$ cat src/sv/cftc_pkg.sv
// Package for the CRC-32 frame trailer check unit: beat and result types,
// frame constants, and the byte-wide CRC and hex digit helper functions.
// No dependencies.
package cftc_pkg;

  localparam int unsigned ByteW            = 8;
  localparam int unsigned CrcW             = 32;
  localparam int unsigned PlenW            = 9;
  localparam int unsigned TailLen          = 9;
  localparam int unsigned HexDigits        = 8;
  localparam int unsigned MinFrame         = 11;
  localparam int unsigned MaxFrameBytesDef = 512;

  localparam logic [CrcW-1:0]  CrcInit  = 32'hFFFF_FFFF;
  localparam logic [CrcW-1:0]  CrcPoly  = 32'hEDB8_8320;
  localparam logic [ByteW-1:0] StarChar = 8'h2A;

  typedef enum logic [1:0] {
    FAULT_NONE    = 2'd0,
    FAULT_TOO_LONG = 2'd1,
    FAULT_CRC     = 2'd2
  } fault_e;

  typedef struct packed {
    logic [ByteW-1:0] data_byte;
    logic             last_byte;
  } in_beat_t;

  typedef struct packed {
    logic             frame_valid;
    fault_e           fault_kind;
    logic [CrcW-1:0]  decoded_crc;
    logic [CrcW-1:0]  computed_crc;
    logic [PlenW-1:0] payload_length;
  } result_t;

  typedef struct packed {
    logic       ok;
    logic [3:0] value;
  } hex_t;

  function automatic logic [CrcW-1:0] crc32_byte(logic [CrcW-1:0] crc, logic [ByteW-1:0] b);
    logic [CrcW-1:0] c;
    c = crc ^ {{(CrcW-ByteW){1'b0}}, b};
    for (int k = 0; k < 8; k++) begin
      c = c[0] ? ((c >> 1) ^ CrcPoly) : (c >> 1);
    end
    return c;
  endfunction

  function automatic hex_t hex_decode(logic [ByteW-1:0] c);
    hex_t h;
    logic [ByteW-1:0] diff;
    h.ok    = 1'b0;
    h.value = 4'd0;
    diff    = 8'd0;
    if (c >= 8'h30 && c <= 8'h39) begin
      diff    = c - 8'h30;
      h.ok    = 1'b1;
      h.value = diff[3:0];
    end else if (c >= 8'h41 && c <= 8'h46) begin
      diff    = c - 8'h37;
      h.ok    = 1'b1;
      h.value = diff[3:0];
    end
    return h;
  endfunction

endpackage

$ cat src/sv/cftc_if.sv
// Valid/ready channel interfaces for the frame byte input and the result output.
// Depends on cftc_pkg.
interface cftc_in_if import cftc_pkg::*; ();
  logic             valid;
  logic             ready;
  logic [ByteW-1:0] data_byte;
  logic             last_byte;

  modport source (output valid, output data_byte, output last_byte, input ready);
  modport sink (input valid, input data_byte, input last_byte, output ready);
endinterface

interface cftc_out_if import cftc_pkg::*; ();
  logic             valid;
  logic             ready;
  logic             frame_valid;
  logic [1:0]       fault_kind;
  logic [CrcW-1:0]  decoded_crc;
  logic [CrcW-1:0]  computed_crc;
  logic [PlenW-1:0] payload_length;

  modport source (output valid, output frame_valid, output fault_kind, output decoded_crc,
                  output computed_crc, output payload_length, input ready);
  modport sink (input valid, input frame_valid, input fault_kind, input decoded_crc,
                input computed_crc, input payload_length, output ready);
endinterface

$ cat src/sv/crc32_frame_trailer_check_unit.sv
// Top level of the CRC-32 frame trailer check unit.
// Depends on cftc_pkg, the channel interfaces, cftc_in_reg, cftc_checker and cftc_out_reg.
//
// Frame bytes arrive on in_i, one per beat, with last_byte set on the final
// byte. The frame is a payload, a '*' and eight uppercase hex digits giving
// the reflected CRC-32 of the payload. For each final byte one result beat
// leaves on out_o; other bytes give no result.
// A final byte is captured in the input register; the checker stage then
// loads its result into the result register, which drives out_o, once
// that register is free. Throughput: one byte per cycle, except that a
// final byte waits while the result register is full. The byte-wide CRC
// step and the trailer decode sit in one stage between those two registers.
// Reset clears the input and result valid flags, the CRC accumulator, the
// tail line and the byte count; the block then takes bytes at once.
// The state returns to its reset values after each final byte.
// When the receiver holds out_o.ready low, the pending result stays put.
// Ordinary bytes keep flowing; a further final byte waits in the input
// register, and in_i.ready drops until the result register frees up.
module crc32_frame_trailer_check_unit import cftc_pkg::*; #(
  parameter int unsigned MaxFrameBytes = MaxFrameBytesDef
) (
  input  logic       clk_i,
  input  logic       rst_ni,
  cftc_in_if.sink    in_i,
  cftc_out_if.source out_o
);

  in_beat_t beat;
  logic     beat_valid;
  logic     advance;
  logic     load;
  logic     out_free;
  result_t  result;

  cftc_in_reg u_in_reg (
    .clk_i     (clk_i),
    .rst_ni    (rst_ni),
    .in_i      (in_i),
    .advance_i (advance),
    .beat_o    (beat),
    .valid_o   (beat_valid)
  );

  cftc_checker #(
    .MaxFrameBytes (MaxFrameBytes)
  ) u_checker (
    .clk_i      (clk_i),
    .rst_ni     (rst_ni),
    .beat_i     (beat),
    .valid_i    (beat_valid),
    .out_free_i (out_free),
    .advance_o  (advance),
    .load_o     (load),
    .result_o   (result)
  );

  cftc_out_reg u_out_reg (
    .clk_i      (clk_i),
    .rst_ni     (rst_ni),
    .load_i     (load),
    .result_i   (result),
    .out_free_o (out_free),
    .out_o      (out_o)
  );

endmodule

$ cat src/sv/cftc_in_reg.sv
// Input register stage: captures one byte beat from the input channel.
// Depends on cftc_pkg and cftc_in_if.
module cftc_in_reg import cftc_pkg::*; (
  input  logic      clk_i,
  input  logic      rst_ni,
  cftc_in_if.sink   in_i,
  input  logic      advance_i,
  output in_beat_t  beat_o,
  output logic      valid_o
);

  logic     valid_q;
  in_beat_t beat_q;
  logic     accept;

  assign in_i.ready = !valid_q || advance_i;
  assign accept     = in_i.valid && in_i.ready;

  always_ff @(posedge clk_i or negedge rst_ni) begin
    if (!rst_ni) begin
      valid_q <= 1'b0;
    end else if (accept) begin
      valid_q <= 1'b1;
    end else if (advance_i) begin
      valid_q <= 1'b0;
    end
  end

  always_ff @(posedge clk_i) begin
    if (accept) begin
      beat_q.data_byte <= in_i.data_byte;
      beat_q.last_byte <= in_i.last_byte;
    end
  end

  assign beat_o  = beat_q;
  assign valid_o = valid_q;

endmodule

$ cat src/sv/cftc_checker.sv
// Frame state and trailer evaluation: CRC accumulator, nine-byte tail line,
// saturating byte count, and the combinational result for the final byte.
// Depends on cftc_pkg.
module cftc_checker import cftc_pkg::*; #(
  parameter int unsigned MaxFrameBytes = MaxFrameBytesDef
) (
  input  logic     clk_i,
  input  logic     rst_ni,
  input  in_beat_t beat_i,
  input  logic     valid_i,
  input  logic     out_free_i,
  output logic     advance_o,
  output logic     load_o,
  output result_t  result_o
);

  localparam int unsigned CntW = $clog2(MaxFrameBytes + 1);

  logic [CrcW-1:0]  crc_q, crc_d;
  logic [ByteW-1:0] tail_q [TailLen];
  logic [ByteW-1:0] tail_d [TailLen];
  logic [CntW-1:0]  cnt_q, cnt_d;
  logic [CrcW-1:0]  calc;
  logic [CrcW-1:0]  rx;
  logic             digits_ok;
  hex_t             hex [HexDigits];

  assign advance_o = valid_i && (!beat_i.last_byte || out_free_i);
  assign load_o    = advance_o && beat_i.last_byte;

  always_comb begin
    crc_d = (cnt_q >= CntW'(TailLen)) ? crc32_byte(crc_q, tail_q[TailLen-1]) : crc_q;
    tail_d[0] = beat_i.data_byte;
    for (int i = 1; i < TailLen; i++) begin
      tail_d[i] = tail_q[i-1];
    end
    cnt_d = (cnt_q < CntW'(MaxFrameBytes)) ? cnt_q + 1'b1 : cnt_q;
  end

  always_comb begin
    digits_ok = 1'b1;
    rx        = '0;
    for (int i = 0; i < HexDigits; i++) begin
      hex[i]    = hex_decode(tail_d[HexDigits-1-i]);
      digits_ok = digits_ok && hex[i].ok;
      rx        = {rx[CrcW-5:0], hex[i].value};
    end
    calc = crc_d ^ CrcInit;

    result_o.frame_valid    = 1'b0;
    result_o.fault_kind     = FAULT_NONE;
    result_o.decoded_crc    = '0;
    result_o.computed_crc   = '0;
    result_o.payload_length = '0;
    priority if (cnt_d >= CntW'(MaxFrameBytes)) begin
      result_o.fault_kind = FAULT_TOO_LONG;
    end else if (cnt_d < CntW'(MinFrame)) begin
      result_o.fault_kind = FAULT_CRC;
    end else begin
      result_o.computed_crc   = calc;
      result_o.payload_length = PlenW'(cnt_d - CntW'(TailLen));
      if (tail_d[TailLen-1] != StarChar || !digits_ok) begin
        result_o.fault_kind = FAULT_CRC;
      end else begin
        result_o.decoded_crc = rx;
        if (rx != calc) begin
          result_o.fault_kind = FAULT_CRC;
        end else begin
          result_o.frame_valid = 1'b1;
        end
      end
    end
  end

  always_ff @(posedge clk_i or negedge rst_ni) begin
    if (!rst_ni) begin
      crc_q <= CrcInit;
      cnt_q <= '0;
      for (int i = 0; i < TailLen; i++) begin
        tail_q[i] <= '0;
      end
    end else if (load_o) begin
      crc_q <= CrcInit;
      cnt_q <= '0;
      for (int i = 0; i < TailLen; i++) begin
        tail_q[i] <= '0;
      end
    end else if (advance_o) begin
      crc_q <= crc_d;
      cnt_q <= cnt_d;
      for (int i = 0; i < TailLen; i++) begin
        tail_q[i] <= tail_d[i];
      end
    end
  end

endmodule

$ cat src/sv/cftc_out_reg.sv
// Result register: holds one result beat until the output channel takes it.
// Depends on cftc_pkg and cftc_out_if.
module cftc_out_reg import cftc_pkg::*; (
  input  logic       clk_i,
  input  logic       rst_ni,
  input  logic       load_i,
  input  result_t    result_i,
  output logic       out_free_o,
  cftc_out_if.source out_o
);

  logic    valid_q;
  result_t result_q;

  assign out_free_o = !valid_q || out_o.ready;

  always_ff @(posedge clk_i or negedge rst_ni) begin
    if (!rst_ni) begin
      valid_q <= 1'b0;
    end else if (load_i) begin
      valid_q <= 1'b1;
    end else if (out_o.ready) begin
      valid_q <= 1'b0;
    end
  end

  always_ff @(posedge clk_i) begin
    if (load_i) begin
      result_q <= result_i;
    end
  end

  assign out_o.valid          = valid_q;
  assign out_o.frame_valid    = result_q.frame_valid;
  assign out_o.fault_kind     = result_q.fault_kind;
  assign out_o.decoded_crc    = result_q.decoded_crc;
  assign out_o.computed_crc   = result_q.computed_crc;
  assign out_o.payload_length = result_q.payload_length;

endmodule

$ cat src/flat_wrapper.sv
// flat-port wrapper written by rule: the top's interface ports become plain ports
module crc32_frame_trailer_check_unit_flat import cftc_pkg::*;
#(
  parameter int unsigned MaxFrameBytes = MaxFrameBytesDef
)
  (clk_i, rst_ni, in_i_valid, in_i_data_byte, in_i_last_byte, in_i_ready, out_o_valid, out_o_frame_valid, out_o_fault_kind, out_o_decoded_crc, out_o_computed_crc, out_o_payload_length, out_o_ready);
  cftc_in_if in_i_i ();
  cftc_out_if out_o_i ();
  input  logic clk_i;
  input  logic rst_ni;
  input wire logic [$bits(in_i_i.valid)-1:0] in_i_valid;
  input wire logic [$bits(in_i_i.data_byte)-1:0] in_i_data_byte;
  input wire logic [$bits(in_i_i.last_byte)-1:0] in_i_last_byte;
  output wire logic [$bits(in_i_i.ready)-1:0] in_i_ready;
  output wire logic [$bits(out_o_i.valid)-1:0] out_o_valid;
  output wire logic [$bits(out_o_i.frame_valid)-1:0] out_o_frame_valid;
  output wire logic [$bits(out_o_i.fault_kind)-1:0] out_o_fault_kind;
  output wire logic [$bits(out_o_i.decoded_crc)-1:0] out_o_decoded_crc;
  output wire logic [$bits(out_o_i.computed_crc)-1:0] out_o_computed_crc;
  output wire logic [$bits(out_o_i.payload_length)-1:0] out_o_payload_length;
  input wire logic [$bits(out_o_i.ready)-1:0] out_o_ready;
  assign in_i_i.valid = in_i_valid;
  assign in_i_i.data_byte = in_i_data_byte;
  assign in_i_i.last_byte = in_i_last_byte;
  assign in_i_ready = in_i_i.ready;
  assign out_o_valid = out_o_i.valid;
  assign out_o_frame_valid = out_o_i.frame_valid;
  assign out_o_fault_kind = out_o_i.fault_kind;
  assign out_o_decoded_crc = out_o_i.decoded_crc;
  assign out_o_computed_crc = out_o_i.computed_crc;
  assign out_o_payload_length = out_o_i.payload_length;
  assign out_o_i.ready = out_o_ready;
  crc32_frame_trailer_check_unit #(.MaxFrameBytes(MaxFrameBytes)) u_core (.clk_i(clk_i), .rst_ni(rst_ni), .in_i(in_i_i), .out_o(out_o_i));
endmodule
$ cat config.mk
export PLATFORM = sky130hd
export DESIGN_NAME = crc32_frame_trailer_check_unit_flat
export DESIGN_NICKNAME = d
export VERILOG_FILES = /design/src/sv/cftc_pkg.sv /design/src/sv/cftc_if.sv /design/src/sv/crc32_frame_trailer_check_unit.sv /design/src/sv/cftc_in_reg.sv /design/src/sv/cftc_checker.sv /design/src/sv/cftc_out_reg.sv /design/src/flat_wrapper.sv
export SDC_FILE = /design/constraint.sdc
export NUM_CORES = 1
export LEC_CHECK = 0
export BUFFER_PORTS_ARGS = -buffer_cell sky130_fd_sc_hd__buf_2
export CAP_MARGIN = 30
export CORE_MARGIN = 8
export CORE_UTILIZATION = 55
export DETAILED_ROUTE_END_ITERATION = 12
export GPL_TIMING_DRIVEN = 0
export PLACE_DENSITY_LB_ADDON = 0.05
export SETUP_SLACK_MARGIN = 0.2
export SYNTH_ARGS = -nofsm -noshare
export SYNTH_HDL_FRONTEND = slang
export SYNTH_SLANG_ARGS = --single-unit
$ cat constraint.sdc
create_clock -name clk_i -period 3.4 [get_ports clk_i]
set_clock_uncertainty 0.1 [all_clocks]
set_input_delay 0.34 -clock clk_i [delete_from_list [all_inputs] [get_ports clk_i]]
set_output_delay 0.34 -clock clk_i [all_outputs]
set_load 0.01 [all_outputs]
==> results of run 1 <==
cell families after synthesis:
family,count (synthesis)
multiplexers,15
flip-flops,201
AO/OA/AOI/OAI,199
AND/OR/NAND/NOR,441
XOR/XNOR,118
adder cells (fa/ha/maj),29
buffers and inverters,95
registers in the layout, indices dropped and copies added, names as in the netlist:
register,cells
u_core.u_in_reg.beat_o,9
u_core.u_checker.cnt_q,10
u_core.u_out_reg.out_o.payload_length,9
u_core.u_out_reg.out_o.decoded_crc,32
u_core.u_checker.tail_d,64
u_core.u_checker.crc_q,32
u_core.u_out_reg.out_o.computed_crc,32
u_core.u_out_reg.out_o.valid,1
u_core.u_in_reg.valid_o,1
u_core.u_out_reg.out_o.frame_valid,1
u_core.u_out_reg.out_o.fault_kind,2
u_core.u_checker.tail_q,8
report_power, final:
part / total, mW / switching, mW / internal (mW)
Clock: 2.66 / 0.977 / 1.68
Sequential: 2.72 / 0.0914 / 2.63
Combinational: 0.660 / 0.412 / 0.248
critical path, delay by kind of cell, from the launching register on:
kind                       cells  cell delay, ps
and+or+nand+nor                4            1060
DFF                            1             490
buffers and inverters          1             100
xor gates and xnor gates       1             320
adders and majority gates      1             220
AOI/OAI and AO/OA              4            1010
cell usage after synthesis, types with 5 or more instances:
cell and count:
or3b_1 7, buf_1 5, o21bai_1 9, o21ai_1 6, nand3_1 14, dfrtp_1 84, clkbuf_1 45, a22oi_1 5
nor3b_1 11, nor2b_1 11, dfstp_2 32, mux2i_1 13, nor4_1 6, xnor3_1 12, xnor2_1 63, and3_1 13
ha_1 29, nor3_1 11, edfxtp_1 85, nand2_1 152, o21ai_0 25, inv_1 37, nand3b_1 52, and4_1 5
buf_2 7, o31ai_1 23, xnor2_2 7, a211oi_1 12, a21oi_1 62, and2_1 6, nand2b_1 7, a31oi_1 6
xor2_1 29, nor2_1 118
what timing repair did:
item                       in CTS  in global routing
gates cloned                    1                  0
buffers inserted               11                  9
hold endpoints to repair       38                  0
setup endpoints to repair      87                 90
hold buffers                   11                  0
gates resized for setup        45                 48
pin swaps                      12                 10
metrics by stage:
step | hold WS, ps | instance area (µm²) | setup slack [ps] | setup TNS (ps)
floorplan | -55.59 | 11360 | 285.5 | 0
global placement | 387.7 | 12150 | -846.2 | -77000
detailed placement | 136.7 | 12220 | -900.9 | -29110
CTS | 67.60 | 13420 | -111.5 | -472.5
global route | 104.8 | 13640 | -180.3 | -349.4
finish | 77.55 | 13640 | -135.5 | -250.1
routing by layer:
layer	part of all wire [%]	track usage (%)	vias up	wire length, µm
li1	-	-	4178	-
met1	42	33.33	4331	13860
met2	47	41.59	359	15790
met3	6.4	4.062	82	2132
met4	4.4	12.01	0	1462
met5	0	0	-	0
worst paths after layout:
path                                             startpoint                              endpoint  slack (ps)  cells past startpoint
worst max-delay path            u_core.u_checker.tail_d[24]  u_core.u_out_reg.out_o.fault_kind[1]        -140                     11
worst min-delay path                            out_o_ready               u_core.u_in_reg.valid_o          80                      4
worst max register to register  u_core.u_checker.tail_d[24]  u_core.u_out_reg.out_o.fault_kind[1]        -140                     11
worst min register to register  u_core.u_checker.tail_d[14]           u_core.u_checker.tail_d[14]         410                      2
max in group asynchronous                            rst_ni             u_core.u_checker.crc_q[1]        2250                      3
min in group asynchronous                            rst_ni           u_core.u_checker.tail_d[21]         180                      2
cell type report:
type / instances / share of cell area [%]
buffer: 58 / 2.019
clock buffer: 30 / 4.643
clock inverter: 10 / 1.303
inverter: 37 / 1.018
multi-input combinational: 802 / 42.46
sequential: 201 / 40.35
tap: 270 / 2.477
timing repair buffer: 125 / 5.725
==> flow_metrics.tcl, run 1 <==
set metrics [dict create \
    syn-num-nets 1140 \
    antenna_found_initial 0 \
    synthAdderAreaFrac_pct 3.197 \
    fin_ws_ps -135.5 \
    crit_slowest_cell "nor4_1" \
    dp.final_hpwl_mm 24.24 \
    place.gp.congestion 0.9214 \
    synth_top_area_share_pct 22.49 \
    worst-setup-path-type "flop to flop" \
    yosys.area_share.simple_pct 19.72 \
    syn_area_um2 11350 \
    critPathMaxStageDelay_ps 510 \
    grt_max_degree 89 \
    netlist_top_cells_area "edfxtp_1 (22%), dfrtp_1 (19%), dfstp_2 (7.4%)" \
    synthCells 1098 \
    ys_seq_area_share_pct 48.42 \
    max_freq_mhz 282.8 \
    start_util_pct 56.08 \
    total_power_mw 6.039 \
    cp_common_cell "o2111ai_1" \
    fill_cells 1624 \
    violations "negative setup slack" \
    drv_slew 0 \
    period_share_pct 104.0 \
    dpl.cell_count 1461 \
    multi_input_area_um2 5791 \
    worstPathRequired_ps 3560 \
    diodes 0 \
    fin_nets 1289 \
    wire_per_inst_um 21.69 \
    synth_compound_area_share_pct 11.87 \
    gr-total-overflow 0 \
    drv_cap 0 \
    synth_top_family_by_area "simple AND/OR/NAND/NOR gates" \
    cts_tree "done" \
    arrival_ps 3700 \
    vias_per_cell 5.838 \
    period_needed_ps 3535 \
    insertion_delay_ps 520 \
    ir_drop_uv 368.1 \
    layout_common_cells "nand2_1 (151), nor2_1 (118), buf_2 (97), edfxtp_1 (85), dfrtp_1 (78)" \
    core_area_um2 20230 \
    ys_ff_latch 201 \
    yosysUniqueCellTypes 80 \
    clkTransAtPathRegs_ps 60 \
    cts.sinks 201 \
    port_buffers 90 \
    yosys_warnings 0 \
    synth_mux_area_share_pct 1.444 \
    cp_max_fo 7 \
    yosysTopAreaCell "edfxtp_1" \
    ys.flop_type "edfxtp_1" \
    endpoint_kind "flop" \
    route.detailed.drc 0 \
    drtIter0Drc 765 \
    grt_pass1_vias 8781 \
    cts_max_path_buffers 3 \
    area_growth_pct 20.17 \
    htree_levels 1 \
    synth.avg_cell_area_um2 10.34 \
    hold_class "primary input to flop" \
    drive_above_1_share_pct 21.46 \
    die_area_um2 25490 \
    cts-buffers-inserted 22 \
    antenna_left 0 \
    num_vias 8950 \
    synth-edff-count 85 \
    power.density_nw_per_um2 442.9 \
    finish.utilization_pct 67.39 \
    clock-root-buffer "clkbuf_16" \
    first_pass_iters 5 \
    slew-limit-headroom_pct 50.97 \
    io_pins 91 \
    placementRows 52 \
    status "finished with violations" \
    wl_mm 33.25 \
    worstPathCellList "inv_1 > ha_1 > nor3b_1 > nor4_1 > a32oi_2 > xnor2_1 > o2111ai_1 > a211oi_1 > o2111ai_1 > nor4_4 > nor2_1" \
    register_area_um2 5503 \
    final_common_cell "nand2_1" \
    cp-start-kind "flop" \
    grt_util_all_layers_pct 25.66 \
    grt_pass1_wl_mm 51.43 \
    dieHeight_um 159.6 \
    synthXorXnorAreaFrac_pct 12.05 \
    setup_viol 2 \
    finalHoldViolations 0 \
    die_w_um 159.6 \
    fin_cells 1533 \
    worst_slew_pin_slew_ps 731.9 \
    rsz0062_at_grt "yes" \
    async_reset_ff_share_pct 57.71 \
    leakagePower_nw 5.806 \
]
Note: power is estimated with default switching activity, not from simulation.
==> inputs of run 2 (changes only) <==
CORE_MARGIN = default   (was 8)
SLEW_MARGIN = 20   (was default)
==> flow_metrics.tcl, run 2 (same netlist as run 1, synthesis figures left out) <==
set metrics [dict create \
    status "finished with violations" \
    violations "negative setup slack" \
    drv_slew 0 \
    port_buffers 90 \
    diodes 0 \
    worst_slew_pin_slew_ps 737.9 \
    rsz0062_at_grt "yes" \
    worst-setup-path-type "flop to flop" \
    slew-limit-headroom_pct 50.57 \
    num_vias 8925 \
    drv_cap 0 \
    use_met3_pct 3.542 \
    arrival_ps 3730 \
    fin_ws_ps -176.1 \
    finalHoldViolations 0 \
    setup_viol 2 \
    min_to "u_core.u_in_reg.valid_o" \
    start_util_pct 56.08 \
    cts-buffers-inserted 23 \
    gr-total-overflow 0 \
    dieHeight_um 145.6 \
    finish.utilization_pct 67.72 \
    max_freq_mhz 279.6 \
    hold_path_depth 4 \
    worstPathCellList "ha_1 > or3b_4 > a2111o_1 > buf_6 > mux2i_4 > xor2_2 > a31oi_2 > nor4b_4 > nand4b_1 > nor4_4 > nor2_1" \
    grt_util_all_layers_pct 31.20 \
    area_growth_pct 20.75 \
    largest_reg_flops 64 \
    worstPathRequired_ps 3550 \
    drive_above_1_share_pct 22.30 \
    wire_per_inst_um 21.20 \
    crit_slowest_cell "a2111o_1" \
    min_from "out_o_ready" \
    grt_util_met1_pct 42.59 \
    final_common_cell "nand2_1" \
    cts_max_path_buffers 3 \
    leakagePower_nw 5.834 \
    cts.sinks 201 \
    dp.final_hpwl_mm 23.70 \
    clkTransAtPathRegs_ps 60 \
    period_needed_ps 3576 \
    antenna_found_initial 1 \
    route.detailed.drc 0 \
    insertion_delay_ps 510 \
    grt_busiest_layer "met2" \
    grt_max_degree 63 \
    cp_max_fo 5 \
    grtUsageMet2_pct 51.47 \
    die_w_um 145.6 \
    timing.rr.end "u_core.u_out_reg.out_o.fault_kind[1]" \
    placementRows 52 \
    period_share_pct 105.2 \
    reg2reg_from "u_core.u_checker.cnt_q[0]" \
    core_area_um2 20230 \
    grt_pass1_vias 8738 \
    fin_nets 1295 \
    power.density_nw_per_um2 426.1 \
    cts_tree "done" \
    reg2reg_slack_ps -180 \
    htree_levels 1 \
    first_pass_iters 5 \
    die_area_um2 21210 \
    drtIter0Drc 640 \
    antenna_left 0 \
    clock-root-buffer "clkbuf_16" \
    r2r_cells 11 \
    layout_common_cells "nand2_1 (151), nor2_1 (116), buf_2 (96), edfxtp_1 (85), dfrtp_1 (81)" \
    place.gp.congestion 0.9392 \
    endpoint_kind "flop" \
    critPathMaxStageDelay_ps 500 \
    hold_class "primary input to flop" \
    hold_slack_ps 98.59 \
    vias_per_cell 5.799 \
    grt_pass1_wl_mm 50.65 \
    ir_drop_uv 347.4 \
    io_pins 91 \
    cp-start-kind "flop" \
    wl_mm 32.62 \
]
-- run 2: cell types whose count changed in the layout (fill, tap and decap cells not counted), sizes merged --
| cell | change |
|---|---|
| buf | +5 |
| bufinv | -2 |
| clkbuf | -4 |
| clkinv | +9 |
| clkinvlp | -2 |
-- run 2: cell type report --
type,instances,area (µm²)
fill,1628,6531
multi-input combinational,802,5891
sequential,201,5499
timing repair buffer,130,824.5
clock buffer,26,596.8
tap,270,337.8
buffer,58,267.8
clock inverter,15,147.6
inverter,37,138.9
-- run 2: per-stage QoR --
stage / instances / cell area, µm² / TNS, ps / setup WS (ps) / total power, mW
floorplan: 1098 / 11360 / 0 / 285.5 / 3.112
global placement: 1458 / 12150 / -72000 / -788.5 / 3.322
CTS: 1521 / 13310 / -348.9 / -198.2 / 5.825
global route: 1539 / 13700 / -489.2 / -260.0 / 6.026
detailed placement: 1460 / 12210 / -24490 / -817.1 / 3.338
finish: 1539 / 13700 / -319.3 / -176.1 / 5.839
-- run 2: worst max-delay path by stage --
| stage | from | endpoint | slack, ps |
|---|---|---|---|
| after global placement | u_core.u_checker.cnt_q[0] | u_core.u_out_reg.out_o.fault_kind[1] | -790 |
| after detailed placement | u_core.u_checker.cnt_q[0] | u_core.u_out_reg.out_o.fault_kind[1] | -820 |
| after floorplan | u_core.u_checker.cnt_q[0] | u_core.u_out_reg.out_o.fault_kind[1] | 290 |
| after global routing | u_core.u_in_reg.beat_o[2] | u_core.u_out_reg.out_o.fault_kind[1] | -260 |
| final | u_core.u_checker.cnt_q[0] | u_core.u_out_reg.out_o.fault_kind[1] | -180 |
| after CTS | u_core.u_checker.cnt_q[9] | u_core.u_out_reg.out_o.fault_kind[1] | -200 |
-- run 2: timing repair --
| action | 4_1_cts | 5_1_grt |
|---|---|---|
| resized for setup | 41 | 61 |
| cloned | 1 | 0 |
| endpoints found under the setup margin | 87 | 85 |
| pin swaps | 8 | 14 |
| setup buffers | 8 | 18 |
| hold buffers | 11 | 0 |
| hold endpoints to repair | 42 | 0 |
-- run 2: report_power, final --
| part | leakage [nW] | total (mW) | switching, mW | internal [mW] |
|---|---|---|---|---|
| sequential | 2.33 | 2.72 | 0.0918 | 2.63 |
| combinational | 3.13 | 0.660 | 0.409 | 0.250 |
| clock | 0.371 | 2.46 | 0.978 | 1.48 |
| total | 5.83 | 5.84 | 1.48 | 4.36 |
-- run 2: worst max-delay path: cells and delay by family, from the launching register on --
| family | cells | cell delay [ps] |
|---|---|---|
| adder cells (fa/ha/maj) | 1 | 200 |
| flip-flops | 1 | 420 |
| XOR/XNOR | 1 | 190 |
| buffers and inverters | 1 | 180 |
| AND/OR/NAND/NOR | 5 | 1290 |
| multiplexers | 1 | 190 |
| AO/OA/AOI/OAI | 2 | 730 |
-- run 2: metal layers --
layer,up-vias,routed length (µm)
li1,4194,-
met1,4395,14390
met2,274,15570
met3,62,1512
met4,0,1153
met5,-,0
==> inputs of run 3 (changes only) <==
CORE_UTILIZATION = 60   (was 55)
clock period = 3.65 ns   (was 3.4 ns; I/O delays follow)
==> flow_metrics.tcl, run 3 (same netlist as run 1, synthesis figures left out) <==
set metrics [dict create \
    power.density_nw_per_um2 389.7 \
    wire_per_inst_um 21.89 \
    cts_tree "done" \
    vias_per_cell 6.107 \
    max_freq_mhz 280.0 \
    htree_levels 1 \
    drv_cap 0 \
    dieHeight_um 139.5 \
    diodes 0 \
    worst_slew_pin_slew_ps 746.5 \
    total_power_mw 5.253 \
    register_area_um2 5497 \
    finalHoldViolations 0 \
    ir_drop_uv 480.2 \
    area_growth_pct 18.78 \
    setup_viol 0 \
    leakagePower_nw 5.749 \
    grt_pass1_wl_mm 49.54 \
    first_pass_iters 5 \
    hold_class "primary input to flop" \
    slew-limit-headroom_pct 49.99 \
    start_util_pct 62.11 \
    multi_input_area_um2 5832 \
    layout_common_cells "nand2_1 (151), nor2_1 (115), buf_2 (92), edfxtp_1 (85), dfrtp_1 (83)" \
    grt_max_degree 61 \
    cts-buffers-inserted 22 \
    drive_above_1_share_pct 21.87 \
    place.gp.congestion 0.9703 \
    cp_max_fo 10 \
    antenna_found_initial 1 \
    dp.final_hpwl_mm 23.41 \
    cts.sinks 201 \
    grt_pass1_vias 8569 \
    final_common_cell "nand2_1" \
    fill_cells 1302 \
    period_needed_ps 3572 \
    period_share_pct 97.86 \
    fin_cells 1491 \
    drv_slew 0 \
    route.detailed.drc 0 \
    insertion_delay_ps 520 \
    port_buffers 90 \
    wl_mm 32.63 \
    num_vias 9105 \
    clkTransAtPathRegs_ps 60 \
    worst-setup-path-type "flop to flop" \
    core_area_um2 18270 \
    gr-total-overflow 0 \
    placementRows 49 \
    status "finished, final reports clean" \
    io_pins 91 \
    endpoint_kind "flop" \
    antenna_left 0 \
    drtIter0Drc 799 \
    dpl.cell_count 1419 \
    largest_reg_flops 64 \
    fin_nets 1288 \
    arrival_ps 3730 \
    cp-start-kind "flop" \
    rsz0062_at_grt "yes" \
    grt_util_all_layers_pct 33.78 \
    clock-root-buffer "clkbuf_16" \
    die_area_um2 19470 \
    cts_max_path_buffers 3 \
    worstPathRequired_ps 3810 \
    die_w_um 139.5 \
]
[run 3: final cells by class]
cell class                 count  share of cell area, %
clock inverter                15                 0.8169
clock buffer                  25                  4.242
timing repair buffer         124                  5.783
sequential                   201                  40.78
multi-input combinational    802                  43.27
inverter                      37                  1.030
buffer                        58                  1.959
tap                          229                  2.126
[run 3: critical path, cell delays in order (launching register included)]
cell,delay [ps]
dfrtp_1,380
buf_6,130
or4_4,530
a2111o_1,470
buf_4,160
buf_4,200
a21oi_2,320
nor2_1,70
a311oi_1,260
nand4_1,250
nor4_4,350
nor2_1,70
[run 3: layer usage]
layer	share of wire (%)	track usage (%)	wire [µm]
met1	42	44.86	13660
met2	47	54.96	15270
met3	6.8	5.196	2204
met4	4.6	15.62	1498
met5	0	0	0
[run 3: timing repair]
item | CTS | global route
gates cloned | 1 | 0
resized for setup | 50 | 41
endpoints found under the setup margin | 87 | 73
pin swaps | 14 | 11
hold endpoints to repair | 36 | 0
hold buffers | 11 | 0
setup buffers | 12 | 8
[run 3: metrics by stage]
step	hold slack [ps]	instance area [µm²]	util [%]	worst slack, ps	TNS [ps]
5_1_grt	144.6	13480	73.78	-10.26	-10.26
3_5_place_dp	304.8	12150	66.52	-666.1	-8179
2_1_floorplan	-30.59	11350	-	382.2	0
4_1_cts	89.51	13270	72.65	100.4	0
6_report	107.4	13480	73.78	78.15	0
3_3_place_gp	379.9	12090	66.15	-662.5	-41950
[run 3: report_power, final]
part | total (mW) | internal, mW | leakage [nW] | switching, mW
Combinational | 0.603 | 0.227 | 3.08 | 0.377
Sequential | 2.53 | 2.45 | 2.33 | 0.0829
Clock | 2.12 | 1.20 | 0.335 | 0.922
Total | 5.25 | 3.87 | 5.75 | 1.38
[run 3: final timing paths]
kind	from	end	slack (ps)	depth (start not counted)
min in group asynchronous	rst_ni	u_core.u_checker.tail_d[19]	310	2
worst min register to register	u_core.u_checker.tail_d[6]	u_core.u_checker.tail_d[6]	410	2
worst max register to register	u_core.u_checker.cnt_q[9]	u_core.u_out_reg.out_o.fault_kind[1]	80	11
max in group asynchronous	rst_ni	u_core.u_checker.cnt_q[1]	2420	3
worst min-delay path	out_o_ready	u_core.u_in_reg.valid_o	110	4
worst max-delay path	u_core.u_checker.cnt_q[9]	u_core.u_out_reg.out_o.fault_kind[1]	80	11
